==> config.mk <==
export PLATFORM = sky130hd
export DESIGN_NAME = primitive_mesh_index_generator_core
export DESIGN_NICKNAME = d
export VERILOG_FILES = /design/src/sv/pmig_pkg.sv /design/src/sv/primitive_mesh_index_generator_core.sv
export VERILOG_INCLUDE_DIRS = /design/src /design/src/sv
export SDC_FILE = /design/constraint.sdc
export NUM_CORES = 1
export LEC_CHECK = 0
export BUFFER_PORTS_ARGS = -buffer_cell sky130_fd_sc_hd__buf_2
export CAP_MARGIN = 30
export CORE_ASPECT_RATIO = 1.25
export CORE_MARGIN = 4
export CORE_UTILIZATION = 40
export CTS_CLUSTER_DIAMETER = 50
export DETAILED_ROUTE_END_ITERATION = 10
export PLACE_DENSITY = 0.63
export SLEW_MARGIN = 20
export SYNTH_ARGS = -nofsm -noshare
export SYNTH_HDL_FRONTEND = slang
export SYNTH_SLANG_ARGS = --single-unit
export TNS_END_PERCENT = 30
==> constraint.sdc <==
create_clock -name i_clk -period 14.17 [get_ports i_clk]
set_input_delay 1.417 -clock i_clk [delete_from_list [all_inputs] [get_ports i_clk]]
set_output_delay 1.417 -clock i_clk [all_outputs]
set_load 0.005 [all_outputs]
==> src/sv/assert_macros.svh <==
// assertion helpers shared by the rtl
`ifndef ASSERT_MACROS_SVH
`define ASSERT_MACROS_SVH

// checked on every rising clock edge once reset is released
`define ASSERT_CLK(lbl, clk, rst_n, prop, msg) \
    lbl: assert property (@(posedge clk) disable iff (!rst_n) prop) \
        else $error(msg);

// checked on every rising clock edge, reset included
`define ASSERT_ALWAYS(lbl, clk, prop, msg) \
    lbl: assert property (@(posedge clk) prop) \
        else $error(msg);

`endif

==> src/sv/pmig_pkg.sv <==
`default_nettype none

package pmig_pkg;

    localparam int VTX_W = 13;
    localparam int CFG_W = 7;
    localparam int MODE_W = 2;
    localparam int SEC_W = 3;

    typedef logic [VTX_W-1:0] t_vtx;

    // mesh kinds
    localparam logic [MODE_W-1:0] MODE_OPEN_CYL   = 2'd0;
    localparam logic [MODE_W-1:0] MODE_CLOSED_CYL = 2'd1;
    localparam logic [MODE_W-1:0] MODE_HEMI       = 2'd2;
    localparam logic [MODE_W-1:0] MODE_CAPSULE    = 2'd3;

    // register indexes
    localparam logic [1:0] CFG_MODE   = 2'd0;
    localparam logic [1:0] CFG_SLICES = 2'd1;
    localparam logic [1:0] CFG_STACKS = 2'd2;

    // reset values
    localparam logic [MODE_W-1:0] MODE_RST   = MODE_CAPSULE;
    localparam logic [CFG_W-1:0]  SLICES_RST = 7'd16;
    localparam logic [CFG_W-1:0]  STACKS_RST = 7'd10;

    // mesh sections
    localparam logic [SEC_W-1:0] SEC_CYL_SIDE  = 3'd0;
    localparam logic [SEC_W-1:0] SEC_CYL_CAPS  = 3'd1;
    localparam logic [SEC_W-1:0] SEC_TOP_FAN   = 3'd0;
    localparam logic [SEC_W-1:0] SEC_TOP_QUADS = 3'd1;
    localparam logic [SEC_W-1:0] SEC_BOT_FAN   = 3'd2;
    localparam logic [SEC_W-1:0] SEC_BOT_QUADS = 3'd3;
    localparam logic [SEC_W-1:0] SEC_BAND      = 3'd4;

endpackage

`default_nettype wire

==> src/sv/primitive_mesh_index_generator_core.sv <==
// triangle index generator for cylinder, hemisphere and capsule meshes
// result word is registered and appears in the cycle after its request word is accepted
// throughput: one triangle per cycle while the triangle stream is ready; the single result register stalls requests
// position counters step once per accepted request word; ring offset is kept as a running sum
// reset: mode capsule, 16 slices, 10 stacks, position at the first triangle
`default_nettype none

`include "assert_macros.svh"

module primitive_mesh_index_generator_core #(
    parameter int MAX_SLICES = 64,
    parameter int MAX_STACKS = 64
) (
    input  wire logic        i_clk,
    input  wire logic        i_rst_n,
    // config write port
    input  wire logic        i_cfg_we,
    input  wire logic [1:0]  i_cfg_idx,
    input  wire logic [6:0]  i_cfg_data,
    // request stream
    input  wire logic        s_axis_tvalid,
    output logic             s_axis_tready,
    input  wire logic [7:0]  s_axis_tdata,   // [0] restart, [7:1] zero
    // triangle stream
    output logic             m_axis_tvalid,
    input  wire logic        m_axis_tready,
    output logic [39:0]      m_axis_tdata,   // [12:0] vertex_a, [25:13] vertex_b,
                                             // [38:26] vertex_c, [39] zero
    output logic             m_axis_tlast    // last_triangle
);

    localparam int SLW = $clog2(MAX_SLICES + 1);
    localparam int STW = $clog2(MAX_STACKS + 1);
    localparam int PW  = (MAX_SLICES > 2) ? $clog2(MAX_SLICES) : 1;
    localparam int RW  = (MAX_STACKS > 2) ? $clog2(MAX_STACKS) : 1;
    localparam int VW  = pmig_pkg::VTX_W;
    localparam int SW  = pmig_pkg::SEC_W;

    logic [pmig_pkg::MODE_W-1:0] r_mode;
    logic [pmig_pkg::CFG_W-1:0]  r_slices;
    logic [pmig_pkg::CFG_W-1:0]  r_stacks;

    logic [SW-1:0] r_section, n_section;
    logic [RW-1:0] r_ring, n_ring;
    logic [VW-1:0] r_ring_off, n_ring_off;
    logic [PW-1:0] r_slice_pos, n_slice_pos;
    logic          r_half, n_half;

    logic          r_out_valid;
    pmig_pkg::t_vtx r_va, r_vb, r_vc, n_va, n_vb, n_vc;
    logic          r_last, n_last;

    logic [SLW-1:0] w_slices;
    logic [STW-1:0] w_stacks;
    logic           w_in_fire;
    logic           w_restart;
    logic           w_cfg_hit;

    logic [SW-1:0]  c_sec;
    logic [RW-1:0]  c_ring;
    logic [VW-1:0]  c_ring_off;
    logic [PW-1:0]  c_slice;
    logic           c_half;

    logic [SLW-1:0] w_i1;
    logic [PW-1:0]  w_n;
    logic           w_halves2;
    logic [STW-1:0] w_rings;
    logic [SW-1:0]  w_num_sec;
    logic [STW+SLW-1:0] w_prod;
    logic [VW-1:0]  w_hv;

    // effective sizes
    always_comb begin
        if (r_slices < 7'd3) begin
            w_slices = SLW'(3);
        end else if (32'(r_slices) > MAX_SLICES) begin
            w_slices = SLW'(MAX_SLICES);
        end else begin
            w_slices = SLW'(r_slices);
        end
        if (r_stacks < 7'd2) begin
            w_stacks = STW'(2);
        end else if (32'(r_stacks) > MAX_STACKS) begin
            w_stacks = STW'(MAX_STACKS);
        end else begin
            w_stacks = STW'(r_stacks);
        end
    end

    assign s_axis_tready = !r_out_valid || m_axis_tready;
    assign w_in_fire     = s_axis_tvalid && s_axis_tready;
    assign w_restart     = s_axis_tdata[0];
    assign w_cfg_hit     = i_cfg_we && (i_cfg_idx == pmig_pkg::CFG_MODE
                                     || i_cfg_idx == pmig_pkg::CFG_SLICES
                                     || i_cfg_idx == pmig_pkg::CFG_STACKS);

    // vertices per half of a sphere-like mesh
    assign w_prod = (STW+SLW)'(w_stacks - STW'(1)) * (STW+SLW)'(w_slices);
    assign w_hv   = VW'(w_prod) + VW'(1);

    // position this word works on
    always_comb begin
        c_sec      = w_restart ? '0 : r_section;
        c_ring     = w_restart ? '0 : r_ring;
        c_ring_off = w_restart ? '0 : r_ring_off;
        c_slice    = w_restart ? '0 : r_slice_pos;
        c_half     = w_restart ? 1'b0 : r_half;
    end

    assign w_i1 = SLW'(c_slice) + SLW'(1);
    assign w_n  = (w_i1 == w_slices) ? '0 : PW'(w_i1);

    always_comb begin
        w_halves2 = 1'b1;
        w_rings   = STW'(1);
        unique case (r_mode)
            pmig_pkg::MODE_OPEN_CYL: begin
                w_num_sec = SW'(1);
            end
            pmig_pkg::MODE_CLOSED_CYL: begin
                w_num_sec = SW'(2);
            end
            pmig_pkg::MODE_HEMI: begin
                w_num_sec = SW'(2);
                w_halves2 = (c_sec != pmig_pkg::SEC_TOP_FAN);
                if (c_sec == pmig_pkg::SEC_TOP_QUADS) begin
                    w_rings = w_stacks - STW'(1);
                end
            end
            default: begin
                w_num_sec = SW'(5);
                w_halves2 = (c_sec != pmig_pkg::SEC_TOP_FAN)
                         && (c_sec != pmig_pkg::SEC_BOT_FAN);
                if (c_sec == pmig_pkg::SEC_TOP_QUADS || c_sec == pmig_pkg::SEC_BOT_QUADS) begin
                    w_rings = w_stacks - STW'(2);
                end
            end
        endcase
    end

    // step to the next triangle
    always_comb begin
        logic [SW-1:0] nsec;
        nsec        = c_sec + SW'(1);
        n_section   = c_sec;
        n_ring      = c_ring;
        n_ring_off  = c_ring_off;
        n_slice_pos = c_slice;
        n_half      = 1'b0;
        n_last      = 1'b0;
        if (r_mode == pmig_pkg::MODE_CAPSULE && w_stacks == STW'(2)
                && (nsec == pmig_pkg::SEC_TOP_QUADS || nsec == pmig_pkg::SEC_BOT_QUADS)) begin
            nsec = nsec + SW'(1);
        end
        if (w_halves2 && !c_half) begin
            n_half = 1'b1;
        end else if (w_i1 < w_slices) begin
            n_slice_pos = PW'(w_i1);
        end else begin
            n_slice_pos = '0;
            if (STW'(c_ring) + STW'(1) < w_rings) begin
                n_ring     = c_ring + RW'(1);
                n_ring_off = c_ring_off + VW'(w_slices);
            end else begin
                n_ring     = '0;
                n_ring_off = '0;
                if (nsec >= w_num_sec) begin
                    n_section = '0;
                    n_last    = 1'b1;
                end else begin
                    n_section = nsec;
                end
            end
        end
    end

    // vertex indices
    always_comb begin
        logic [VW-1:0] vi, vn, vs, r0, r1, q0, q1, q2, q3, top, bot;
        vi  = VW'(c_slice);
        vn  = VW'(w_n);
        vs  = VW'(w_slices);
        r0  = ((c_sec == pmig_pkg::SEC_BOT_QUADS) ? w_hv : '0) + c_ring_off + VW'(1);
        r1  = r0 + vs;
        q0  = r0 + vi;
        q1  = r0 + vn;
        q2  = r1 + vn;
        q3  = r1 + vi;
        top = w_hv - vs;
        bot = (w_hv << 1) - vs;
        n_va = '0;
        n_vb = '0;
        n_vc = '0;
        if (r_mode == pmig_pkg::MODE_OPEN_CYL || r_mode == pmig_pkg::MODE_CLOSED_CYL) begin
            if (c_sec == pmig_pkg::SEC_CYL_SIDE) begin
                n_va = vi << 1;
                n_vb = c_half ? ((vn << 1) + VW'(1)) : (vn << 1);
                n_vc = c_half ? ((vi << 1) + VW'(1)) : ((vn << 1) + VW'(1));
            end else if (!c_half) begin
                n_va = (vi << 1) + VW'(1);
                n_vb = (vn << 1) + VW'(1);
                n_vc = vs << 1;
            end else begin
                n_va = (vs << 1) + VW'(1);
                n_vb = vn << 1;
                n_vc = vi << 1;
            end
        end else begin
            case (c_sec)
                pmig_pkg::SEC_TOP_FAN: begin
                    n_va = vi + VW'(1);
                    n_vb = vn + VW'(1);
                    n_vc = '0;
                end
                pmig_pkg::SEC_TOP_QUADS: begin
                    n_va = c_half ? q3 : q2;
                    n_vb = c_half ? q2 : q1;
                    n_vc = q0;
                end
                pmig_pkg::SEC_BOT_FAN: begin
                    n_va = w_hv;
                    n_vb = w_hv + vn + VW'(1);
                    n_vc = w_hv + vi + VW'(1);
                end
                pmig_pkg::SEC_BOT_QUADS: begin
                    n_va = q0;
                    n_vb = c_half ? q2 : q1;
                    n_vc = c_half ? q3 : q2;
                end
                default: begin
                    n_va = top + vi;
                    n_vb = c_half ? (bot + vn) : (bot + vi);
                    n_vc = c_half ? (top + vn) : (bot + vn);
                end
            endcase
        end
    end

    always_ff @(posedge i_clk) begin
        if (!i_rst_n) begin
            r_mode      <= pmig_pkg::MODE_RST;
            r_slices    <= pmig_pkg::SLICES_RST;
            r_stacks    <= pmig_pkg::STACKS_RST;
            r_section   <= '0;
            r_ring      <= '0;
            r_ring_off  <= '0;
            r_slice_pos <= '0;
            r_half      <= 1'b0;
            r_out_valid <= 1'b0;
        end else begin
            if (w_in_fire) begin
                r_out_valid <= 1'b1;
            end else if (m_axis_tready) begin
                r_out_valid <= 1'b0;
            end
            if (w_cfg_hit) begin
                unique case (i_cfg_idx)
                    pmig_pkg::CFG_MODE:   r_mode   <= i_cfg_data[pmig_pkg::MODE_W-1:0];
                    pmig_pkg::CFG_SLICES: r_slices <= i_cfg_data;
                    default:              r_stacks <= i_cfg_data;
                endcase
                r_section   <= '0;
                r_ring      <= '0;
                r_ring_off  <= '0;
                r_slice_pos <= '0;
                r_half      <= 1'b0;
            end else if (w_in_fire) begin
                r_section   <= n_section;
                r_ring      <= n_ring;
                r_ring_off  <= n_ring_off;
                r_slice_pos <= n_slice_pos;
                r_half      <= n_half;
            end
        end
    end

    always_ff @(posedge i_clk) begin
        if (w_in_fire) begin
            r_va   <= n_va;
            r_vb   <= n_vb;
            r_vc   <= n_vc;
            r_last <= n_last;
        end
    end

    assign m_axis_tvalid = r_out_valid;
    assign m_axis_tdata  = {1'b0, r_vc, r_vb, r_va};
    assign m_axis_tlast  = r_last;

    `ASSERT_CLK(a_slice_in_range, i_clk, i_rst_n,
        SLW'(r_slice_pos) < w_slices, "slice position beyond slice count")
    `ASSERT_CLK(a_half_only_in_quads, i_clk, i_rst_n,
        (r_half && !w_restart) |-> w_halves2, "second half set in a fan section")
    `ASSERT_CLK(a_ring_off_zero, i_clk, i_rst_n,
        (r_ring == '0) |-> (r_ring_off == '0), "ring offset out of step with ring")
    `ASSERT_CLK(a_wrap_clears, i_clk, i_rst_n,
        (w_in_fire && n_last) |=> (r_section == '0 && r_ring == '0 && r_slice_pos == '0),
        "position not cleared after last triangle")
    `ASSERT_ALWAYS(a_ready_when_empty, i_clk,
        !r_out_valid |-> s_axis_tready, "request stalled with empty result register")

endmodule

`default_nettype wire
## After elaboration in Yosys (flattened, before gate mapping)

Cells that the tools add are included.

- Bits in writable memories: 0
- Memories: 0
- Memory bits (read-only): 0
- Bits in latches: 0
- Register bits: 86

- Magnitude comparators: 7
- Add/sub/neg operators: 32
- Equal/unequal tests: 13
- Mux-type cells: 51
- Reductions and logical operators: 28
- Shift-type cells: 0
- Multipliers: 1
- Divide/modulo/power cells: 0
- Bitwise gates (word level): 2

Operator list:

| kind | number |
|---|---|
| 13-bit 2-to-1 mux | 16 |
| 13-bit by 6-bit adder with 13-bit output | 10 |
| 13-bit one-hot mux with 4 select lines | 2 |
| 13-bit by 1-bit adder with 13-bit output, second input constant | 4 |
| 6-bit 2-to-1 mux | 8 |
| 7-bit 2-to-1 mux | 6 |
| 13-bit one-hot mux with 3 select lines | 1 |
| 6-bit by 1-bit adder with 7-bit output, second input constant | 4 |
| 13-bit by 7-bit adder with 13-bit output | 2 |
| 13-bit by 7-bit subtractor with 13-bit output | 2 |
| 3-bit 2-to-1 mux | 6 |
| 9-bit 2-to-1 mux | 2 |
| 7-bit by 1-bit adder with 8-bit output, second input constant | 2 |
| 8-bit 2-to-1 mux | 2 |
| 7-bit > comparator, second input constant | 2 |
| 7-bit by 2-bit less-than comparator with 1-bit output, second input constant | 2 |
| 7-bit less-than comparator | 2 |
| 7-bit one-hot mux with 2 select lines | 1 |
| 13-bit adder | 1 |
| 8-bit by 8-bit multiplier with 13-bit output | 1 |
| 2-bit OR reduction | 5 |
| 8-bit by 1-bit adder with 9-bit output, second input constant | 1 |
| 3-bit by 2-bit == test with 1-bit output, second input constant | 3 |
| 7-bit by 1-bit subtractor with 8-bit output, second input constant | 1 |
| 24 further kinds | 48 |

## Longest topological paths before layout

- Depth after elaboration: 14
- Mapped depth: 38
- Gate-level depth less buffers: 36

## Worst setup path after synthesis

No wires, ideal clock.

- Path kind: reg2reg
- From: reg r_stacks[3] (netlist bit)
- To: reg r_vc[12], data pin
- Setup time: 132 ps
- Arrival time: 8214 ps
- Stages on the path, launching flop included: 37
- Clock period less this slack: 8345 ps
- Slack: 5825 ps
- Data required time: 14038 ps
- Path buffers: 4
- Path through: dfxtp_1 -> or3_4 -> nor2_1 -> nor2_1 -> nor2_1 -> inv_1 -> ha_1 -> clkbuf_1 -> nor2_1 -> a21oi_1 -> nand2_1 -> and2_1 -> nor2_1 -> fa_1 -> inv_1 -> fa_1 -> inv_1 -> fa_1 -> inv_1 -> fa_1 -> inv_1 -> ha_1 -> o32a_1 -> clkbuf_1 -> buf_1 -> and2_1 -> ha_1 -> or3_1 -> o311a_1 -> o21a_1 -> or2_1 -> clkbuf_1 -> nor4_1 -> xor3_1 -> o221a_1 -> nand3_1 -> and3_1

- Cells in the longest elaborated chain, start to end: 14
- Elaborated cells between the ends (all ways): 24
- Classes of those cells: add/sub (14); mul (1); order compare (2); mux (7)

RTL lines:

| what | RTL line | text |
|---|---|---|
| start, declared | primitive_mesh_index_generator_core.sv:41 | `logic [pmig_pkg::CFG_W-1:0] r_stacks;` |
| start signal, assigned | primitive_mesh_index_generator_core.sv:244 | `r_stacks <= pmig_pkg::STACKS_RST;` |
| start signal, assigned | primitive_mesh_index_generator_core.sv:261 | `default: r_stacks <= i_cfg_data;` |
| 7-bit > comparator | primitive_mesh_index_generator_core.sv:84 | `end else if (32'(r_stacks) > MAX_STACKS) begin` |
| 7-bit 2-to-1 mux | primitive_mesh_index_generator_core.sv:84 |  |
| 7-bit 2-to-1 mux (*) | primitive_mesh_index_generator_core.sv:82 | `if (r_stacks < 7'd2) begin` |
| 7-bit by 1-bit subtractor with 8-bit output (*) | primitive_mesh_index_generator_core.sv:99 | `assign w_prod = (STW+SLW)'(w_stacks - STW'(1)) * (STW+SLW)'(w_slices);` |
| 8-bit by 8-bit multiplier with 13-bit output (*) | primitive_mesh_index_generator_core.sv:99 |  |
| 13-bit by 1-bit adder with 13-bit output (*) | primitive_mesh_index_generator_core.sv:100 | `assign w_hv = VW'(w_prod) + VW'(1);` |
| 13-bit 2-to-1 mux | primitive_mesh_index_generator_core.sv:184 | `r0 = ((c_sec == pmig_pkg::SEC_BOT_QUADS) ? w_hv : '0) + c_ring_off + VW'(1);` |
| 13-bit adder | primitive_mesh_index_generator_core.sv:184 |  |
| 13-bit by 1-bit adder with 13-bit output | primitive_mesh_index_generator_core.sv:184 |  |
| 13-bit by 7-bit adder with 13-bit output | primitive_mesh_index_generator_core.sv:185 | `r1 = r0 + vs;` |
| 13-bit by 6-bit adder with 13-bit output, on equally long branches | primitive_mesh_index_generator_core.sv:188, primitive_mesh_index_generator_core.sv:189 |  |
| 13-bit 2-to-1 mux | primitive_mesh_index_generator_core.sv:229 | `n_vc = c_half ? q3 : q2;` |
| 13-bit one-hot mux with 4 select lines (*) | primitive_mesh_index_generator_core.sv:210 | `case (c_sec)` |
| 13-bit 2-to-1 mux (*) | primitive_mesh_index_generator_core.sv:195 | `if (r_mode == pmig_pkg::MODE_OPEN_CYL \|\| r_mode == pmig_pkg::MODE_CLOSED_CYL) begin` |
| end signal, assigned | primitive_mesh_index_generator_core.sv:282 | `r_vc <= n_vc;` |
| end, declared | primitive_mesh_index_generator_core.sv:50 | `pmig_pkg::t_vtx r_va, r_vb, r_vc, n_va, n_vb, n_vc;` |

Every way passes the cells marked *; elsewhere a longest branch is shown, timed or not.
A chain may end at the register's enable or synchronous reset.

## Worst setup path after layout

- From: reg r_stacks[4] (netlist bit)
- To: reg r_vc[11], data pin

Same word-level chain as after synthesis.

==> run_results.csv <==
group,metric,value,unit
run_status,outcome,"finished, final reports clean",
critical_path,worst-endpoint-required,14.24,ns
job,maxCapViolations,0,
die,die_area,37800,um^2
logic_synthesis,async_reset_ff_share,0,%
cts,tritoncts.num_buffers,9,
critical_path,critPathCaptureType,"flip-flop",
hold_path,hp-start,"r_section[1]",
timing,fin_crit,9.481,ns
die,dieWidth,174.7,um
global_route,grt_pass1_wl,69950,um
die,die_y,216.4,um
timing,hold_viol,0,
cts,clockBufferDepth,2,
detailed_routing,drt-pass1-iter-count,9,
detailed_routing,wire_per_inst,19.70,um
timing,setup-tns-final,0,ns
logic_synthesis,yosys_warnings,0,
critical_path,reg2regPathDepth,32,
pwr,p_leak,6.592,nW
logic_synthesis,synth-seq-cells,86,
cts,cts_max_level,3,
cts,cts_hold_buffers,0,
place,port_buffers,56,
logic_synthesis,synth_common_cells,"nor2_1 (169), ha_1 (160), nand2_1 (150)",
critical_path,crit_top_cell,"fa_1",
logic_synthesis,yosysMostFrequentCell,"nor2_1",
cts,cts_tree,"yes",
timing,slew_viol_final,0,
critical_path,cpPeakStageDelay,0.73,ns
timing,fin_crit_sh,66.91,%
timing,worstMarginPinSlew,0.9264,ns
cts,clk_pin_slew,0.08,ns
global_route,grt-ovfl-total,0,
layout,post_route_cells_drive_above_1_share,7.518,%
critical_path,criticalPathCategory,"flip-flop to flip-flop",
layout,nets,2038,
critical_path,critical_path.max_fanout,13,
critical_path,rr_endpoint,"r_vc[11]",
logic_synthesis,syn_area_per_cell,7.779,um^2
timing,maxSlewHeadroom,38.12,%
hold_path,hold_end,"r_section[1]",
place,dpl_worst_slack,4.776,ns
detailed_routing,met3_length,2666,um
detailed_routing,drtIter0Drc,1291,
detailed_routing,route.detailed.drc,0,
cts,cts.sinks,86,
logic_synthesis,syn-cell-area,13890,um^2
die,coreArea,34420,um^2
hold_path,hold_depth,2,
pwr,powerDensity,65.57,nW/um^2
logic_synthesis,synth_top_cell_area_share,14.41,%
detailed_routing,top_layer,"met4",
hold_path,hold_path.class,"flip-flop to flip-flop",
layout,syn_to_final_growth,8.133,%
global_route,gr-usage-all-layers,23.07,%
detailed_routing,wl,44870,um
place,place_congestion,0.9528,
critical_path,rrSetupSlack,4.69,ns
die,start_util,40.36,%
timing,fin_skew,0.01709,ns
logic_synthesis,synth_nets,2020,
detailed_routing,viasPerCell,5.868,
logic_synthesis,synth_cell_type_count,89,
timing,rsz0062_at_grt,"no",
detailed_routing,antenna_left,0,
critical_path,crit_arrival,9.56,ns
timing,setup_viol,0,
critical_path,r2r_start,"r_stacks[4]",
cts,cts_setup_buffers,0,
detailed_routing,route.vias.total,13360,
critical_path,start_kind,"flip-flop",
logic_synthesis,yosys.area.top_type,"ha_1",
detailed_routing,met1_length,18540,um
die,row_count,76,
logic_synthesis,synth_area_leaders,"ha_1 (14%), edfxtp_1 (8.6%), fa_1 (7.5%)",
logic_synthesis,ys.flop_type,"dfxtp_1",
global_route,grt_max_degree,51,
cts,cts_resized,0,
place,dp.final_hpwl,35170,um
global_route,antenna_found_initial,1,
critical_path,slowest_stage,"a2111oi_2",
cts,cts-root-buf,"clkbuf_16",
global_route,grt_pass1_vias,12740,
logic_synthesis,seq_area_frac_synth,15.27,%
pwr,ir_drop,0.05384,mV
die,num_io_pins,65,
layout,num_antenna_cells,0,
detailed_routing,dr_wl_met2,20820,um
timing,setup_ws,4.689,ns
logic_synthesis,synth_cells,1786,
cts,clkLatencyLatePin,0.37,ns
timing,fmax,105.5,MHz
logic_synthesis,synth-edff-count,40,
## registers in the layout (all words and copies together) (netlist names)
name and count:
r_ring 6, r_slices 7, r_ring_off 13, r_stacks 7, r_vc 13, r_va 13
m_axis_tvalid 1, m_axis_tlast 1, r_section 3, r_slice_pos 6, r_mode 2, r_vb 13
r_half 1
## layout make-up
type                       instances  area (um^2)
inverter                         138        518.0
clock inverter                     5        88.84
clock buffer                      11        242.7
fill                            3482        19400
tap                              468        585.6
sequential                        86         2122
multi-input combinational       1486        10970
timing repair buffer              83        493.0
## kinds of logic after synthesis
logic type / Yosys count / share of synthesized area (%)
AOI/OAI and AO/OA: 509 / 24.56
xor gates and xnor gates: 145 / 9.411
adders and majority gates: 212 / 21.90
buffers and inverters: 214 / 5.890
DFF: 86 / 15.27
muxes: 31 / 2.233
other: 1 / 0.02699
and+or+nand+nor: 588 / 20.70
## routing by layer
layer | vias up | track usage, %
met5 | - | 0
li1 | 6447 | -
met3 | 136 | 2.844
met1 | 6226 | 29.26
met2 | 552 | 38.01
met4 | 0 | 12.99
## how the worst max path moves through the flow
| stage | slack (ns) | end | from | cells past startpoint |
|---|---|---|---|---|
| after floorplan | 5.82 | r_vc[12] | r_stacks[3] | 36 |
| after global placement | 4.86 | r_va[11] | r_slices[2] | 28 |
| after detailed placement | 4.78 | r_va[11] | r_stacks[4] | 32 |
| after CTS | 4.75 | r_va[11] | r_stacks[4] | 32 |
| after global routing | 3.98 | r_va[11] | r_stacks[3] | 35 |
| final | 4.69 | r_vc[11] | r_stacks[4] | 32 |
## per-stage QoR
stage	instances	instance area, um^2	hold WS, ns	power (mW)	util, %
final	2277	15020	0.4623	0.9851	43.64
after global routing	2277	15020	0.5102	1.045	43.64
after CTS	2275	15000	0.4657	0.9871	43.58
after detailed placement	2259	14670	0.4554	0.7014	42.61
after global placement	2258	14660	0.4440	0.6919	42.58
after floorplan	1786	13890	0.4324	0.5939	-
## layout by cell type (no fill, tap or decap), drive strengths merged, types with 9 or more instances in the layout
master  count
clkbuf     11
o31ai       9
nand2b     24
and2       23
xnor2      96
o21a       23
buf        82
fa         52
nor4       10
or2        15
ha        160
nand2     150
a221oi     23
xor2       47
a31oi      10
a21oi     118
a22oi      19
a221o       9
inv       140
mux2i      31
edfxtp     40
nand4      10
o211ai     22
a21boi     15
o21bai     13
nor2b      55
a211oi     21
a222oi     10
nand3      38
dfxtp      46
or3        14
o21ai     121
and3       15
a21o       31
nor2      169
nor3       37
## critical path, delay by kind of cell, from the launching register on
family	cells	cell delay [ns]
flops	1	0.40
simple gates	12	2.66
xor+xnor	1	0.16
buf+inv	4	0.33
fa+ha+maj	7	3.08
compound gates	7	2.21
mux	1	0.35
## power by group
part | internal [mW] | switching, mW | total (mW)
Sequential | 0.268 | 0.00456 | 0.272
Clock | 0.162 | 0.120 | 0.282
Combinational | 0.164 | 0.267 | 0.431
Power figures use the tool's default switching activity.
